$ cat src/design/kmp_pkg.sv
// Types and constants shared by the streaming KMP matcher modules.
package kmp_pkg;

  localparam int MAX_PATTERN = 32;
  localparam int QUEUE_DEPTH = 2;

  localparam logic CMD_PATTERN = 1'b0;
  localparam logic CMD_TEXT    = 1'b1;

  typedef enum logic [1:0] {
    KIND_PAT_NEW,
    KIND_PAT_ADD,
    KIND_TEXT_NEW,
    KIND_TEXT_ADD
  } kind_t;

  typedef struct packed {
    kind_t      kind;
    logic [7:0] byte_value;
  } item_t;

  typedef struct packed {
    logic status;
    logic found;
    logic match_end;
  } result_t;

  typedef enum logic [1:0] {
    ST_IDLE,
    ST_READ,
    ST_CMP,
    ST_FALL
  } state_t;

endpackage

$ cat src/design/kmp_front.sv
// Input stage: accepts stream transactions and classifies each byte.
module kmp_front (
  input  logic                clk,
  input  logic                rst,
  input  logic                s_axis_tvalid,
  output logic                s_axis_tready,
  input  logic [7:0]          s_axis_tdata,   // [7:0] byte_value
  input  logic [1:0]          s_axis_tuser,   // [0] command, [1] first
  output logic                push_valid,
  input  logic                push_ready,
  output kmp_pkg::item_t      push_item
);

  logic           held;
  kmp_pkg::item_t item;
  kmp_pkg::kind_t kind;
  logic           accept;

  always_comb begin
    unique case (s_axis_tuser[0])
      kmp_pkg::CMD_PATTERN: kind = s_axis_tuser[1] ? kmp_pkg::KIND_PAT_NEW
                                                   : kmp_pkg::KIND_PAT_ADD;
      kmp_pkg::CMD_TEXT:    kind = s_axis_tuser[1] ? kmp_pkg::KIND_TEXT_NEW
                                                   : kmp_pkg::KIND_TEXT_ADD;
      default:              kind = kmp_pkg::KIND_TEXT_ADD;
    endcase
  end

  assign s_axis_tready = !held || push_ready;
  assign accept        = s_axis_tvalid && s_axis_tready;
  assign push_valid    = held;
  assign push_item     = item;

  always_ff @(posedge clk) begin
    if (rst) begin
      held <= 1'b0;
    end else if (accept) begin
      held <= 1'b1;
    end else if (push_ready) begin
      held <= 1'b0;
    end
  end

  always_ff @(posedge clk) begin
    if (accept) begin
      item.kind       <= kind;
      item.byte_value <= s_axis_tdata;
    end
  end

endmodule

$ cat src/design/kmp_queue.sv
// Short queue of classified bytes between the input stage and the engine.
module kmp_queue (
  input  logic           clk,
  input  logic           rst,
  input  logic           in_valid,
  output logic           in_ready,
  input  kmp_pkg::item_t in_item,
  output logic           out_valid,
  input  logic           out_ready,
  output kmp_pkg::item_t out_item
);

  localparam int QD = kmp_pkg::QUEUE_DEPTH;
  localparam int QW = (QD > 1) ? $clog2(QD) : 1;
  localparam int CW = $clog2(QD + 1);

  kmp_pkg::item_t entries [QD];
  logic [QW-1:0]  wptr;
  logic [QW-1:0]  rptr;
  logic [CW-1:0]  count;
  logic           push;
  logic           pop;

  assign in_ready  = count != CW'(QD);
  assign out_valid = count != '0;
  assign out_item  = entries[rptr];
  assign push      = in_valid && in_ready;
  assign pop       = out_valid && out_ready;

  always_ff @(posedge clk) begin
    if (rst) begin
      wptr  <= '0;
      rptr  <= '0;
      count <= '0;
    end else begin
      if (push) begin
        wptr <= (wptr == QW'(QD - 1)) ? '0 : wptr + QW'(1);
      end
      if (pop) begin
        rptr <= (rptr == QW'(QD - 1)) ? '0 : rptr + QW'(1);
      end
      if (push && !pop) begin
        count <= count + CW'(1);
      end else if (pop && !push) begin
        count <= count - CW'(1);
      end
    end
  end

  always_ff @(posedge clk) begin
    if (push) begin
      entries[wptr] <= in_item;
    end
  end

endmodule

$ cat src/design/kmp_back.sv
// Match engine: pattern store, prefix table, fallback sequencer and result register.
module kmp_back #(
  parameter int MAX_PATTERN = kmp_pkg::MAX_PATTERN
) (
  input  logic             clk,
  input  logic             rst,
  input  logic             q_valid,
  output logic             q_pop,
  input  kmp_pkg::item_t   q_item,
  output logic             m_axis_tvalid,
  input  logic             m_axis_tready,
  output kmp_pkg::result_t result
);

  localparam int AW = (MAX_PATTERN > 1) ? $clog2(MAX_PATTERN) : 1;
  localparam int LW = $clog2(MAX_PATTERN + 1);
  localparam logic [LW-1:0] PLEN_FULL = LW'(MAX_PATTERN);

  kmp_pkg::state_t  state;
  kmp_pkg::state_t  state_next;

  logic [LW-1:0]    plen;
  logic [AW-1:0]    pre_len;
  logic [LW-1:0]    match_idx;
  logic             found;
  logic             overflow;
  logic             out_valid;

  logic [AW-1:0]    idx;
  logic [7:0]       cur_byte;
  logic             cur_text;
  kmp_pkg::result_t res;

  logic [7:0]       pat_mem [MAX_PATTERN];
  logic [AW-1:0]    lps_mem [MAX_PATTERN];
  logic [7:0]       pat_q;
  logic [AW-1:0]    lps_q;

  logic             is_text;
  logic             is_new;
  logic             is_new_pat;
  logic [LW-1:0]    eff_plen;
  logic [AW-1:0]    eff_pre;
  logic [LW-1:0]    eff_midx;
  logic             eff_found;
  logic             eff_ovf;
  logic             full;
  logic             need_loop;
  logic [AW-1:0]    start_idx;
  kmp_pkg::result_t imm_res;

  logic             out_free;
  logic             take;
  logic             fall;
  logic             finish;
  logic             eq;
  logic [LW-1:0]    kn;
  logic             hit;
  kmp_pkg::result_t fin_res;

  logic             pat_we;
  logic [AW-1:0]    pat_waddr;
  logic             pat_re;
  logic [AW-1:0]    pat_raddr;
  logic             lps_we;
  logic [AW-1:0]    lps_waddr;
  logic [AW-1:0]    lps_wdata;

  // Decode of the byte at the head of the queue, with new-pattern and
  // new-text clearing applied first.
  always_comb begin
    is_text    = (q_item.kind == kmp_pkg::KIND_TEXT_NEW) ||
                 (q_item.kind == kmp_pkg::KIND_TEXT_ADD);
    is_new_pat = q_item.kind == kmp_pkg::KIND_PAT_NEW;
    is_new     = is_new_pat || (q_item.kind == kmp_pkg::KIND_TEXT_NEW);
    eff_plen   = is_new_pat ? '0 : plen;
    eff_pre    = is_new_pat ? '0 : pre_len;
    eff_midx   = is_new ? '0 : match_idx;
    eff_found  = is_new ? 1'b0 : found;
    eff_ovf    = is_new_pat ? 1'b0 : overflow;
    full       = eff_plen == PLEN_FULL;
    imm_res    = '0;
    if (is_text) begin
      need_loop = !eff_ovf && !eff_found && (eff_plen != '0);
      start_idx = (eff_midx >= eff_plen) ? '0 : eff_midx[AW-1:0];
      imm_res.status = eff_ovf;
      if (eff_ovf || eff_found) begin
        imm_res.found = eff_found;
      end else begin
        imm_res.found     = 1'b1;
        imm_res.match_end = 1'b1;
      end
    end else begin
      need_loop      = !full && (eff_plen != '0);
      start_idx      = eff_pre;
      imm_res.status = full || eff_ovf;
      imm_res.found  = eff_found;
    end
  end

  assign out_free = !out_valid || m_axis_tready;
  assign eq       = pat_q == cur_byte;
  assign kn       = LW'(idx) + LW'(eq);
  assign hit      = kn == plen;

  always_comb begin
    fin_res        = '0;
    fin_res.status = overflow;
    if (cur_text) begin
      fin_res.found     = found || hit;
      fin_res.match_end = hit;
    end else begin
      fin_res.found = found;
    end
  end

  always_comb begin
    state_next = state;
    unique case (state)
      kmp_pkg::ST_IDLE: if (take && need_loop) state_next = kmp_pkg::ST_READ;
      kmp_pkg::ST_READ: state_next = kmp_pkg::ST_CMP;
      kmp_pkg::ST_CMP:  state_next = fall ? kmp_pkg::ST_FALL : kmp_pkg::ST_IDLE;
      kmp_pkg::ST_FALL: state_next = kmp_pkg::ST_CMP;
      default:          state_next = kmp_pkg::ST_IDLE;
    endcase
  end

  always_comb begin
    take   = 1'b0;
    fall   = 1'b0;
    finish = 1'b0;
    pat_re = 1'b0;
    unique case (state)
      kmp_pkg::ST_IDLE: take = q_valid && out_free;
      kmp_pkg::ST_READ: pat_re = 1'b1;
      kmp_pkg::ST_CMP: begin
        fall   = !eq && (idx != '0);
        finish = !fall;
      end
      kmp_pkg::ST_FALL: pat_re = 1'b1;
      default: ;
    endcase
  end

  assign q_pop     = take;
  assign pat_raddr = (state == kmp_pkg::ST_FALL) ? lps_q : idx;
  assign pat_we    = take && !is_text && !full;
  assign pat_waddr = eff_plen[AW-1:0];

  always_comb begin
    lps_we    = 1'b0;
    lps_waddr = plen[AW-1:0];
    lps_wdata = kn[AW-1:0];
    if (take && !is_text && !full && (eff_plen == '0)) begin
      lps_we    = 1'b1;
      lps_waddr = '0;
      lps_wdata = '0;
    end else if (finish && !cur_text) begin
      lps_we = 1'b1;
    end
  end

  always_ff @(posedge clk) begin
    if (rst) begin
      state     <= kmp_pkg::ST_IDLE;
      plen      <= '0;
      pre_len   <= '0;
      match_idx <= '0;
      found     <= 1'b0;
      overflow  <= 1'b0;
      out_valid <= 1'b0;
    end else begin
      state <= state_next;
      if (take) begin
        pre_len   <= eff_pre;
        match_idx <= eff_midx;
        if (!is_text && full) begin
          overflow <= 1'b1;
        end else begin
          overflow <= eff_ovf;
        end
        if (!is_text && !full && (eff_plen == '0)) begin
          plen <= LW'(1);
        end else begin
          plen <= eff_plen;
        end
        if (is_text && !need_loop && !eff_ovf && !eff_found) begin
          found <= 1'b1;
        end else begin
          found <= eff_found;
        end
      end else if (finish) begin
        if (cur_text) begin
          match_idx <= kn;
          if (hit) begin
            found <= 1'b1;
          end
        end else begin
          pre_len <= kn[AW-1:0];
          plen    <= plen + LW'(1);
        end
      end
      if ((take && !need_loop) || finish) begin
        out_valid <= 1'b1;
      end else if (m_axis_tready) begin
        out_valid <= 1'b0;
      end
    end
  end

  always_ff @(posedge clk) begin
    if (take) begin
      idx      <= start_idx;
      cur_byte <= q_item.byte_value;
      cur_text <= is_text;
    end else if (state == kmp_pkg::ST_FALL) begin
      idx <= lps_q;
    end
    if (take && !need_loop) begin
      res <= imm_res;
    end else if (finish) begin
      res <= fin_res;
    end
  end

  always_ff @(posedge clk) begin
    if (pat_we) begin
      pat_mem[pat_waddr] <= q_item.byte_value;
    end
    if (pat_re) begin
      pat_q <= pat_mem[pat_raddr];
    end
  end

  always_ff @(posedge clk) begin
    if (lps_we) begin
      lps_mem[lps_waddr] <= lps_wdata;
    end
    if (fall) begin
      lps_q <= lps_mem[idx - AW'(1)];
    end
  end

  assign m_axis_tvalid = out_valid;
  assign result        = res;

endmodule

$ cat src/design/kmp_stream_matcher.sv
// Top level of the streaming KMP matcher: input stage, queue and match engine.
//
//   channel   direction  tdata                      tuser
//   s_axis    in         [7:0] byte_value           [0] command, [1] first
//   m_axis    out        [0] match_end, [1] found,  none
//                        [2] status, [7:3] zero
//
// One result transaction leaves for every input transaction, in order.
// A first pattern byte, an overflowing pattern byte, and a text byte against an empty pattern
// or after the search has stopped are answered straight from the decode; other bytes pass
// through the read and compare states, then a fallback and a compare state per prefix-table step.
// Reset is synchronous and clears lengths, flags and the queue; the stores are not cleared.
// A held input stage and a two-entry queue keep taking bytes while the engine works or a
// result waits on m_axis_tready.
module kmp_stream_matcher #(
  parameter int MAX_PATTERN = kmp_pkg::MAX_PATTERN
) (
  input  logic       clk,
  input  logic       rst,
  input  logic       s_axis_tvalid,
  output logic       s_axis_tready,
  input  logic [7:0] s_axis_tdata,   // [7:0] byte_value
  input  logic [1:0] s_axis_tuser,   // [0] command, [1] first
  output logic       m_axis_tvalid,
  input  logic       m_axis_tready,
  output logic [7:0] m_axis_tdata    // [0] match_end, [1] found, [2] status, [7:3] zero
);

  logic             push_valid;
  logic             push_ready;
  kmp_pkg::item_t   push_item;
  logic             q_valid;
  logic             q_pop;
  kmp_pkg::item_t   q_item;
  kmp_pkg::result_t result;

  kmp_front u_front (
    .clk           (clk),
    .rst           (rst),
    .s_axis_tvalid (s_axis_tvalid),
    .s_axis_tready (s_axis_tready),
    .s_axis_tdata  (s_axis_tdata),
    .s_axis_tuser  (s_axis_tuser),
    .push_valid    (push_valid),
    .push_ready    (push_ready),
    .push_item     (push_item)
  );

  kmp_queue u_queue (
    .clk       (clk),
    .rst       (rst),
    .in_valid  (push_valid),
    .in_ready  (push_ready),
    .in_item   (push_item),
    .out_valid (q_valid),
    .out_ready (q_pop),
    .out_item  (q_item)
  );

  kmp_back #(
    .MAX_PATTERN (MAX_PATTERN)
  ) u_back (
    .clk           (clk),
    .rst           (rst),
    .q_valid       (q_valid),
    .q_pop         (q_pop),
    .q_item        (q_item),
    .m_axis_tvalid (m_axis_tvalid),
    .m_axis_tready (m_axis_tready),
    .result        (result)
  );

  assign m_axis_tdata = {5'b0, result};

endmodule

$ cat config.mk
export PLATFORM = sky130hd
export DESIGN_NAME = kmp_stream_matcher
export DESIGN_NICKNAME = d
export VERILOG_FILES = /design/src/design/kmp_pkg.sv /design/src/design/kmp_front.sv /design/src/design/kmp_queue.sv /design/src/design/kmp_back.sv /design/src/design/kmp_stream_matcher.sv
export SDC_FILE = /design/constraint.sdc
export NUM_CORES = 1
export LEC_CHECK = 0
export BUFFER_PORTS_ARGS = -buffer_cell sky130_fd_sc_hd__buf_2
export CAP_MARGIN = 20
export CORE_MARGIN = 4
export CORE_UTILIZATION = 50
export DETAILED_ROUTE_END_ITERATION = 12
export GPL_TIMING_DRIVEN = 1
export PLACE_DENSITY = 0.65
export SKIP_LAST_GASP = 1
export SYNTH_ARGS = -nofsm -noshare
export SYNTH_HDL_FRONTEND = slang
export SYNTH_SLANG_ARGS = --single-unit
$ cat constraint.sdc
create_clock -name clk -period 2.9 [get_ports clk]
set_input_delay 0.29 -clock clk [delete_from_list [all_inputs] [get_ports clk]]
set_output_delay 0.29 -clock clk [all_outputs]
set_load 0.01 [all_outputs]
* Word level (Yosys, flattened, before mapping)
Memories as Yosys holds them, arrays and structs flattened. A register that Yosys moved wholly into a read port is not among the register bits.
Cells that the tools add are included.
** Storage, ports and cells
- Flip-flop bits (word level) :: 54
- RAM bits :: 436
- Input bits :: 14
- Output and inout port bits :: 10
- Memories kept :: 3
** Operators by class
- Add/subtract/negate cells :: 7
- Order comparisons :: 1
- Equality and inequality tests :: 11
- Mux-type cells :: 64
- Bitwise logic cells :: 1
- Reductions and logical operators :: 59
** Memories
- u_back.pat_mem :: depth 32, width 8, read ports 1, clocked after memory_dff 1, write ports 1, line kmp_back.sv:34 : logic [7:0] pat_mem [MAX_PATTERN];
- u_back.lps_mem :: depth 32, width 5, read ports 1, clocked after memory_dff 1, write ports 1, line kmp_back.sv:35 : logic [AW-1:0] lps_mem [MAX_PATTERN];
- u_queue.entries :: depth 2, width 10, read ports 1, clocked after memory_dff 1, write ports 1, line kmp_queue.sv:17 : kmp_pkg::item_t entries [QD];
** Operator list (number)
- 2-to-1 mux 6 bit :: 9
- 2-to-1 mux 5 bit :: 10
- 2-to-1 mux 1 bit :: 36
- logical AND 1 bit :: 22
- nonzero test 2 bit :: 8
- logical NOT 1 bit :: 12
- 2-to-1 mux 2 bit :: 5
- equality test 2 bit, second input constant :: 4
- equality test 8 bit :: 1
- logical OR 1 bit :: 8
- adder 5 x 1 -> 6 bit :: 1
- adder 6 x 1 -> 6 bit, second input constant :: 1
- equality test 6 bit :: 1
- equality test 6 bit, second input constant :: 1
- greater-or-equal comparator 6 bit :: 1
- logical NOT 6 bit :: 1
- 2-to-1 mux 3 bit :: 2
- case mux 2 bit (3 select lines) :: 1
- nonzero test 6 bit :: 1
- nonzero test 5 bit :: 1
- subtractor 5 x 1 -> 5 bit, second input constant :: 1
- logical NOT 2 bit :: 2
- != test 2 bit, second input constant :: 2
- case mux 2 bit (2 select lines) :: 1
- 9 further kinds :: 11

* Depth between registers and ports, before layout
- Depth after elaboration :: 13
- Gate-level depth with buffers :: 11

* Cells and area by module
From an unflattened synthesis, not the netlist that was laid out.
** Unflattened totals
- Cells, all modules :: 1660
- Area total of the unflattened synthesis :: 23089.6 um2
** By module, submodules not included
- kmp_back :: times used 1, cells an instance 1583, area an instance 21748.4 um2
- kmp_queue :: times used 1, cells an instance 55, area an instance 940.9 um2
- kmp_front :: times used 1, cells an instance 16, area an instance 359.1 um2
- kmp_stream_matcher :: times used 1, cells an instance 6, area an instance 41.3 um2

* Worst setup path after synthesis
OpenSTA, ideal clock, no wires.
- Kind :: reg-to-reg
- Start :: register u_back.idx[0]
- End :: register u_back.lps_q[0], read port of u_back.lps_mem (data pin)
- Library setup time :: 0.260 ns
- Arrival :: 2.675 ns
- Path slack :: -0.035 ns
- Cell stages (with the launch flop) :: 8
- Buffers on the path :: 2
- Period minus slack after synthesis :: 2.935 ns
- Path through :: dfxtp_1 > buf_2 > buf_4 > inv_1 > ha_1 > xnor2_1 > mux4_1 > mux2_2
** On the way
- Cells in the longest elaborated chain, start to end :: 3
- Elaborated cells between the ends (all ways) :: 4
** Ends and longest elaborated chain
- start, declared :: line kmp_back.sv:29 : logic [AW-1:0] idx;
- start signal, assigned :: line kmp_back.sv:213 : idx <= start_idx;
- start signal, assigned :: line kmp_back.sv:217 : idx <= lps_q;
- branches (longest 3 deep; another with subtractor 5 x 1 -> 5 bit)
- end, declared :: line kmp_back.sv:37 : logic [AW-1:0] lps_q;
Several ways; the timed one is not identified.
A chain may end at the register's enable or synchronous reset.

* Worst setup path after layout
- Start :: register u_back.cur_byte[7]
- End :: memory u_back.lps_mem[31][2] (netlist name), enable pin
** On the way
- Cells in the longest elaborated chain, start to end :: 10
** Ends and longest elaborated chain
- start, declared :: line kmp_back.sv:30 : logic [7:0] cur_byte;
- start signal, assigned :: line kmp_back.sv:214 : cur_byte <= q_item.byte_value;
- equality test 8 bit :: line kmp_back.sv:102 : assign eq = pat_q == cur_byte;
- logical NOT 1 bit :: line kmp_back.sv:137 : fall = !eq && (idx != '0);
- logical AND 1 bit :: line kmp_back.sv:137
- logical NOT 1 bit :: line kmp_back.sv:138 : finish = !fall;
- 2-to-1 mux 1 bit :: line kmp_back.sv:133 : unique case (state)
- logical AND 1 bit :: line kmp_back.sv:158 : end else if (finish && !cur_text) begin
- 2-to-1 mux 1 bit :: line kmp_back.sv:158
- 2-to-1 mux 1 bit :: line kmp_back.sv:154 : if (take && !is_text && !full && (eff_plen == '0)) begin
- 2-to-1 mux 1 bit :: line kmp_back.sv:236 : if (lps_we) begin
- 2-to-1 mux 1 bit (not written as such) :: line kmp_back.sv:237 : lps_mem[lps_waddr] <= lps_wdata;
- end, declared :: line kmp_back.sv:35
No other way between the ends.

==> results.yml <==
final_layout:
  syn_to_final_growth_pct: 14.6
  post-route-util: 0.584
  layout-drive-gt1-share: 0.173
  fin_nets: 1481
  finalNonFillerCells: 2020
  num_antenna_cells: 0
  final_cell_area_um2: 23400
power:
  peakVddDrop_uv: 605
  power_density_nw_per_um2: 751
  power_leakage_nw: 7.51
clocking:
  cts-root-buf: "clkbuf_16"
  worstSkewPairLatency_ps: 590
  cts_htree_levels: 2
  clock_sinks: 504
  ctsLongestPathBuffers: 3
  clk_pin_slew_worst_paths_ps: 60
  cts_tree: "yes"
  cts_buffers: 49
grt:
  grt_overflow: 0
  grt_first_pass_wirelength_um: 71900
  grt_pass1_vias: 11900
  antenna_found_initial: 0
  grt_max_degree: 44
  grt_use_total: 0.214
worst_hold_path:
  worstHoldPathType: "in -> reg"
  hp-start: "m_axis_tready"
outcome:
  outcome: "complete, no violations"
sta:
  holdWs_ps: 138
  setup_violations: 0
  max_freq_mhz: 367
  period_share: 0.938
  slew_headroom: 0.373
  fin_skew_ps: 16.6
  hold_viol: 0
  tightest_slew_ps: 940
  timing.final.ws_setup_ps: 178
  final-max-slew-violation-count: 0
  min_period_ps: 2720
logic_synthesis:
  synth-seq-cells: 504
  ys.warnings.count: 0
  synth_cells: 1360
  syn_area_per_cell_um2: 15.0
  async_flop_share: 0
  ys.flop_type: "edfxtp_1"
  synth_cell_types: 59
  ys_seq_area_frac: 0.725
  synth_edf_count: 471
  synth_area_um2: 20400
floorplanning:
  ios: 24
  fp-row-count: 73
  initial_core_util: 0.509
  core_area_um2: 40100
  die-area_um2: 44200
  die_h_um: 210
  die_x_um: 210
placement:
  hpwl_um: 29700
  gp_congestion: 0.847
  post_dp_cell_area_um2: 21600
  pre_cts_slack_ps: 229
  place_inst: 1915
  io_buffers: 18
setup_path:
  critical_path.max_fanout: 10
  critical_path_class: "reg -> reg"
  cp-end-kind: "register"
  critPathLaunchType: "register"
  worstPathRequired_ps: 3110
  startpoint: "u_back.cur_byte[7]"
  crit_path_max_incr_delay_ps: 600
  cpLargestDelayFamily: "simple AND/OR/NAND/NOR gates"
  r2r-start: "u_back.cur_byte[7]"
  critPathBufInv: 2
  cp_cell_sequence: "xnor2_2 -> nand4_1 -> buf_4 -> o22ai_1 -> buf_4 -> nand2_1 -> nor2_1"
  cp_common_cell: "buf_4"
  slowest_stage: "nor2_1"
  cp.arrival_ps: 2930
route:
  drtIter0Drc: 1296
  route.detailed.drc: 0
  drt-total-wl_um: 47200
  dr.pass1.iters: 5
  ant_nets: 0
  vias_per_cell: 5.88
  num_vias: 11900
  drt-wirelength-per-cell_um: 23.4
run:
  max_cap_viol_count: 0
worst reg2reg max path: cells and delay by family, from the launching register on:
family / cells / cell delay [ps]
flops: 1 / 410
xor+xnor: 1 / 180
buf+inv: 2 / 430
compound gates: 1 / 220
simple gates: 3 / 1110
registers in the layout (all words and copies together), names as in the netlist, named ones only:
| signal | flops |
|---|---|
| u_back.cur_byte | 8 |
| u_back.cur_text | 1 |
| u_back.found | 1 |
| u_back.idx | 5 |
| u_back.lps_mem | 160 |
| u_back.lps_q | 5 |
| u_back.m_axis_tvalid | 1 |
| u_back.match_idx | 6 |
| u_back.overflow | 1 |
| u_back.pat_mem | 256 |
| u_back.pat_q | 8 |
| u_back.plen | 6 |
| u_back.pre_len | 5 |
| u_back.result | 3 |
| u_back.state | 2 |
| u_front.push_item | 10 |
| u_front.push_valid | 1 |
| u_queue.count | 2 |
| u_queue.entries | 20 |
| u_queue.rptr | 1 |
| u_queue.wptr | 1 |
layout by cell type, fill, tap and decap left out, drive strengths merged, types with 12 or more instances in the layout:
cell type	synthesis	layout
mux2i	38	38
nand4	44	44
o21ai	49	49
xnor2	17	17
nor2	144	144
clkbuf	40	68
nand2	186	186
inv	11	12
mux4	50	50
a32oi	32	32
edfxtp	471	471
mux2	17	17
clkinv	1	18
buf	34	103
dfxtp	33	33
a21oi	20	20
nand3	47	47
and2	13	13
timing repair:
item / CTS / global route
hold buffers: 11 / 0
endpoints found under the setup margin: 0 / 3
resized for setup: 0 / 4
setup buffers: 0 / 2
endpoints found under the hold margin: 11 / 0
synthesized netlist by cell type, types with 6 or more instances:
cell | instances | area share
and3_1 | 9 | 0.0028
ha_1 | 11 | 0.0067
xnor2_1 | 17 | 0.0073
buf_2 | 25 | 0.0061
nor2_1 | 144 | 0.026
clkbuf_1 | 40 | 0.0073
a21oi_1 | 20 | 0.0049
dfxtp_1 | 33 | 0.032
nor3_1 | 10 | 0.0025
nand4_1 | 44 | 0.013
edfxtp_1 | 471 | 0.69
nand2_1 | 185 | 0.034
inv_1 | 10 | 0.0018
nor2b_1 | 6 | 0.0018
nand3_1 | 47 | 0.012
mux4_2 | 44 | 0.049
and2_1 | 13 | 0.0040
a32oi_1 | 32 | 0.014
nand3b_1 | 10 | 0.0037
mux4_1 | 6 | 0.0077
buf_4 | 8 | 0.0029
mux2i_1 | 38 | 0.019
o21ai_0 | 46 | 0.011
o21a_1 | 6 | 0.0022
mux2_2 | 17 | 0.0094
kinds of logic after synthesis:
group                    count (synthesis)  synth area share
multiplexers                           105            0.0842
XOR/XNOR                                22           0.00943
other                                    1          0.000184
buffers and inverters                   86            0.0194
adder cells (fa/ha/maj)                 11           0.00674
AND/OR/NAND/NOR                        490             0.109
AO/OA/AOI/OAI                          141            0.0463
flip-flops                             504             0.725
metrics by stage:
step                power (mW)  setup TNS, ps
floorplan                 10.3              0
global placement          11.3              0
detailed placement        11.4              0
CTS                       17.6              0
global route              18.2          -37.5
finish                    17.6              0
layer usage:
layer | GRT usage | vias to the layer above | routed length, um
li1 | - | 5388 | -
met1 | 0.298 | 6003 | 19600
met2 | 0.347 | 424 | 23300
met3 | 0.0377 | 67 | 3090
met4 | 0.0709 | 0 | 1240
met5 | 0 | - | 0
layout make-up:
class,instances,area [um2]
well taps,525,657
fillers,3035,16700
clock buffers,67,1350
flip-flops and latches,504,14800
inverters,12,50.0
clock inverters,23,233
multi-input cells,774,5330
repair buffers,115,996
final timing paths:
kind / slack (ps) / cells after the start / to
hold reg to reg: 450 / 0 / u_queue.entries[1][1]
setup reg to reg: 180 / 7 / u_back.lps_mem[31][2]
setup / recovery: 180 / 7 / u_back.lps_mem[31][2]
hold / removal: 140 / 3 / u_back.m_axis_tvalid
report_power, final:
| group | switching (mW) | internal, mW |
|---|---|---|
| registers | 0.132 | 8.68 |
| logic | 1.75 | 0.731 |
| clock network | 2.61 | 3.69 |
| total | 4.49 | 13.1 |
No activity file was read; power rests on OpenSTA's default activity.
